### src/design/complex_rank1_update_core_macros.svh
// Assertion helpers shared by the design files.
// Each expects clk and arst_n in the scope where it is used.
`ifndef COMPLEX_RANK1_UPDATE_CORE_MACROS_SVH
`define COMPLEX_RANK1_UPDATE_CORE_MACROS_SVH

// same-cycle implication
`define CRU_ASSERT_SAME(label, ante, cons, msg) \
	label: assert property (@(posedge clk) disable iff (!arst_n) (ante) |-> (cons)) \
		else $error(msg);

// next-cycle implication
`define CRU_ASSERT_NEXT(label, ante, cons, msg) \
	label: assert property (@(posedge clk) disable iff (!arst_n) (ante) |=> (cons)) \
		else $error(msg);

`endif

### src/design/cru_pkg.sv
`timescale 1ns / 1ps

package cru_pkg;

	// one complex Q16.16 value, real part in the low half
	typedef struct packed {
		logic signed [31:0] im;
		logic signed [31:0] re;
	} complex_t;

	typedef struct packed {
		logic busy;
		logic done;
	} cmul_stat_t;

	typedef enum logic [1:0] {
		ST_IDLE,
		ST_READ,
		ST_MUL,
		ST_FIN
	} state_t;

	// operation codes
	localparam logic [1:0] OP_LOAD   = 2'd0;
	localparam logic [1:0] OP_COLUMN = 2'd1;
	localparam logic [1:0] OP_UPDATE = 2'd2;

	// configuration register indexes
	localparam logic [1:0] REG_ALPHA_RE  = 2'd0;
	localparam logic [1:0] REG_ALPHA_IM  = 2'd1;
	localparam logic [1:0] REG_ROW_COUNT = 2'd2;

	// partial product order of the complex multiplier
	localparam logic [1:0] TERM_RR = 2'd0;
	localparam logic [1:0] TERM_II = 2'd1;
	localparam logic [1:0] TERM_RI = 2'd2;
	localparam logic [1:0] TERM_IR = 2'd3;
	localparam logic [2:0] MUL_LAST = 3'd4;

	localparam logic signed [31:0] SAT_MAX = 32'sh7FFF_FFFF;
	localparam logic signed [31:0] SAT_MIN = 32'sh8000_0000;

	// clamp a two-term accumulator to 32 bits
	function automatic logic signed [31:0] sat_acc(input logic signed [48:0] v);
		logic fits;
		fits = (v[48:31] == {18{1'b0}}) || (v[48:31] == {18{1'b1}});
		if (fits)
			return v[31:0];
		return v[48] ? SAT_MIN : SAT_MAX;
	endfunction

	// clamp a 33-bit sum to 32 bits
	function automatic logic signed [31:0] sat_sum(input logic signed [32:0] v);
		if (v[32] == v[31])
			return v[31:0];
		return v[32] ? SAT_MIN : SAT_MAX;
	endfunction

endpackage

### src/design/cru_cmul.sv
`timescale 1ns / 1ps

// Iterative complex multiply: one 32x32 product per cycle, four products,
// truncated by 16 and summed, result saturated per part.
module cru_cmul (
	input  logic                clk,
	input  logic                arst_n,
	input  logic                start,
	input  cru_pkg::complex_t   a,
	input  cru_pkg::complex_t   b,
	output cru_pkg::cmul_stat_t stat,
	output cru_pkg::complex_t   res
);

	logic              run_q;
	logic [2:0]        cnt_q;
	cru_pkg::complex_t a_q;
	cru_pkg::complex_t b_q;
	logic signed [63:0] prod_s1;
	logic [1:0]         tag_s1;
	logic signed [48:0] acc_re_q;
	logic signed [48:0] acc_im_q;
	logic signed [31:0] mul_a;
	logic signed [31:0] mul_b;
	logic signed [63:0] mul_p;
	logic signed [48:0] term;

	assign stat.busy = run_q;
	assign stat.done = run_q && (cnt_q == cru_pkg::MUL_LAST);

	always_comb begin
		case (cnt_q[1:0])
			cru_pkg::TERM_RR: begin mul_a = a_q.re; mul_b = b_q.re; end
			cru_pkg::TERM_II: begin mul_a = a_q.im; mul_b = b_q.im; end
			cru_pkg::TERM_RI: begin mul_a = a_q.re; mul_b = b_q.im; end
			default:          begin mul_a = a_q.im; mul_b = b_q.re; end
		endcase
		mul_p = mul_a * mul_b;
		// floor of product / 2^16
		term = {prod_s1[63], prod_s1[63:16]};
	end

	always_ff @(posedge clk or negedge arst_n) begin
		if (!arst_n) begin
			run_q <= 1'b0;
			cnt_q <= '0;
		end else if (start) begin
			run_q <= 1'b1;
			cnt_q <= '0;
		end else if (run_q) begin
			cnt_q <= cnt_q + 3'd1;
			if (stat.done)
				run_q <= 1'b0;
		end
	end

	always_ff @(posedge clk) begin
		if (start) begin
			a_q      <= a;
			b_q      <= b;
			acc_re_q <= '0;
			acc_im_q <= '0;
		end else if (run_q) begin
			if (cnt_q != cru_pkg::MUL_LAST) begin
				prod_s1 <= mul_p;
				tag_s1  <= cnt_q[1:0];
			end
			if (cnt_q != 3'd0) begin
				case (tag_s1)
					cru_pkg::TERM_RR: acc_re_q <= acc_re_q + term;
					cru_pkg::TERM_II: acc_re_q <= acc_re_q - term;
					default:          acc_im_q <= acc_im_q + term;
				endcase
			end
		end
	end

	assign res.re = cru_pkg::sat_acc(acc_re_q);
	assign res.im = cru_pkg::sat_acc(acc_im_q);

endmodule

### config.mk
export PLATFORM = sky130hd
export DESIGN_NAME = cru_cmul
export DESIGN_NICKNAME = d
export VERILOG_FILES = /design/src/design/complex_rank1_update_core_macros.svh /design/src/design/cru_pkg.sv /design/src/design/cru_cmul.sv
export SDC_FILE = /design/constraint.sdc
export NUM_CORES = 2
export LEC_CHECK = 0
export ABC_AREA = 1
export BUFFER_PORTS_ARGS = -buffer_cell sky130_fd_sc_hd__buf_2
export CAP_MARGIN = 20
export CORE_AREA = 2 2 372 374
export CTS_BUF_LIST = sky130_fd_sc_hd__clkbuf_4
export DETAILED_ROUTE_END_ITERATION = 16
export DIE_AREA = 0 0 374 376
export GPL_ROUTABILITY_DRIVEN = 0
export PLACE_DENSITY = 0.63
export SETUP_SLACK_MARGIN = 0.4
export SLEW_MARGIN = 10
export SYNTH_ARGS = -nofsm -noshare
export SYNTH_HDL_FRONTEND = slang
export SYNTH_SLANG_ARGS = --single-unit
### constraint.sdc
create_clock -name clk -period 17.6 [get_ports clk]
set_input_delay 0.88 -clock clk [delete_from_list [all_inputs] [get_ports clk]]
set_output_delay 0.88 -clock clk [all_outputs]
set_load 0.1 [all_outputs]
==> results.toml <==
[outcome]
status = "complete, no violations"

[critical_path]
slowest_stage = "clkinv_1"
crit_path_frequent_cell = "fa_1"
slowest_delay_ns = 0.88
endpoint_kind = "flip-flop"
arrival_ns = 11.06
r2r_end = "prod_s1[62]"
critical_path_required_ns = 18.34
r2r_slack_ns = 7.28
start_kind = "flip-flop"
reg2reg_from = "cnt_q[0]"
reg2regPathDepth = 28
critPathKind = "flip-flop to flip-flop"
crit_fanout = 58

[synthesis]
synthesis.nets = 8570
postSynth.asyncResetShare_pct = 1.43
yosys_warnings = 0
avgSynthCellArea_sq_um = 7.88
synth.distinct_cells = 56
syn_area_sq_mm = 0.0558
synthAdderAreaFrac_pct = 45.1
synth-main-ff-cell = "edfxtp_1"
synth_top_family_by_area = "adder cells"
synth_xor_area_share_pct = 1.88
ys_ff_latch = 280
synth-seq-area-share_pct = 13.3
synth_edf_count = 178
muxShareOfSynthArea_pct = 0
synth_simple_gate_area_share_pct = 20.3
synth_compound_area_share_pct = 6.73
netlist_instances = 7076

[finish]
nets = 8774
drive_gt1_share_pct = 7.48
final_common_cell = "inv_1"
final_cell_mix = "inv_1 (1612), nand2_1 (1347), fa_1 (1083), nor2_1 (1048), ha_1 (279)"
final_util_pct = 44.2
area_growth_pct = 8.31
post-route-cell-area_sq_mm = 0.0604

[timing]
fmax_mhz = 96.9
rsz0062_at_grt = "no"
min_period_over_period_pct = 58.6
finalHoldViolations = 0
skew_ns = 0.132
final.min_clock_period_ns = 10.32
fin_ws_ns = 7.28
drv_slew = 0
fin_setup_tns_ns = 0
finalSetupViolCount = 0
slew_headroom_pct = 26.8
worst_slew_pin_slew_ns = 1.10

[global_route]
grt_usage_pct = 27.1
grt_max_degree = 87
antenna_found_initial = 7
grt_overflow = 0
grt_pass1_vias = 49622
grt_pass1_wl_mm = 290

[die]
placementRows = 136
coreArea_sq_mm = 0.137
start_util_pct = 40.8
num_io_pins = 197
dieArea_sq_mm = 0.141
die-height_um = 376
die_w_um = 374

[drt]
wl_met3_mm = 19.4
wl_met1_mm = 73.0
wirelength_mm = 189
drc_errors = 0
first_pass_iters = 9
wl_met2_mm = 83.4
ant_nets = 0
vias_per_cell = 5.27
drt-initial-drc-count = 4265
wire_per_inst_um = 20.7
vias = 48142
dr.max_layer_used = "met5"

[clock_network]
cts_tree = "done"
cts-root-buf = "clkbuf_4"
clk_pin_slew_ns = 0.07
cts_buffers = 83
clock_latency_ns = 1.05
clock_path_buffers = 3
post_cts_buffers = 0
cts_resized = 0
cts_hold_buf = 57
htree_num_levels = 3
clock_sinks = 280

[hold_path]
min-delay-start = "a[8]"
hold_depth = 1
hp-class = "input port to flip-flop"
holdPathEnd = "a_q[8]"

[placement]
portBuffers = 196
dpl.hpwl_mm = 154
dpl_cell_area_sq_mm = 0.0587
place_ws_ns = 7.34

[job]
cap_violations = 0
cells by family (layout without fill, tap and decap cells):
family	count (synthesis)	after routing
other	0	9
buffers and inverters	1843	2103
XOR/XNOR	120	120
adder cells (fa/ha/maj)	1363	1363
AND/OR/NAND/NOR	2795	2795
AO/OA/AOI/OAI	675	675
flip-flops	280	280
how the worst max path moves through the flow:
stage / from / end / slack (ns)
2_1_floorplan: cnt_q[0] / prod_s1[59] / 9.34
3_3_place_gp: cnt_q[0] / prod_s1[62] / 7.60
6_report: cnt_q[0] / prod_s1[62] / 7.28
4_1_cts: cnt_q[0] / prod_s1[56] / 7.31
5_1_grt: cnt_q[0] / prod_s1[62] / 6.56
3_5_place_dp: cnt_q[0] / prod_s1[56] / 7.34
registers in the layout (all words and copies together) (netlist names):
register  count
run_q         1
cnt_q         3
acc_re_q     49
prod_s1      48
a_q          64
tag_s1        2
b_q          64
acc_im_q     49
cells in the mapped netlist (7+ instances only):
master | n | area (sq um)
fa_1 | 1083 | 21700
nand2_2 | 20 | 125
a21oi_1 | 271 | 1360
o21bai_1 | 37 | 278
xnor2_1 | 33 | 289
nand4_1 | 63 | 394
o21ai_1 | 35 | 175
o21ai_0 | 245 | 1230
nand2_1 | 1347 | 5060
nand3_1 | 171 | 856
ha_1 | 280 | 3500
xor2_1 | 87 | 762
o21ai_2 | 30 | 263
or2_2 | 41 | 257
nor2_2 | 7 | 43.8
a21o_1 | 14 | 105
buf_2 | 113 | 566
a31oi_1 | 8 | 50.1
o211ai_1 | 9 | 67.6
nor4_1 | 15 | 93.8
inv_2 | 19 | 71.3
a21boi_0 | 7 | 52.6
nor2_1 | 1049 | 3940
nor3_1 | 47 | 235
inv_1 | 1612 | 6050
edfxtp_1 | 178 | 5350
dfxtp_1 | 98 | 1960
buf_1 | 7 | 26.3
clkbuf_1 | 83 | 312
area by class of cell:
class                   instances  area [sq um]
clock inverters                33           287
diodes                          9          22.5
flip-flops and latches        280          7410
well taps                    1794          2240
repair buffers                325          2120
multi-input cells            4953         41400
clock buffers                 108           811
inverters                    1637          6150
fillers                     13556         76200
per-layer routing:
metal  GRT usage, %  vias to the layer above
met1           33.9                    23508
met2           42.8                     2510
met5              0                        -
li1               -                    21561
met3           6.67                      559
met4           15.8                        4
worst max-delay path: cells and delay by family, from the launching register on:
family / cells / cell delay, ns
adders and majority gates: 10 / 4.93
buffers and inverters: 9 / 2.33
and+or+nand+nor: 8 / 1.67
AOI/OAI and AO/OA: 1 / 0.69
DFF: 1 / 0.39
metrics by stage:
stage	std cells	hold slack [ns]
CTS	9129	0.000335
global route	9136	0.0105
global placement	8928	0.461
detailed placement	8931	0.475
floorplan	7076	0.442
finish	9139	0.0475
Power is left out: the tool's default activity adds up to more than one toggle a clock period on the data nets, which glitch-free logic cannot reach.
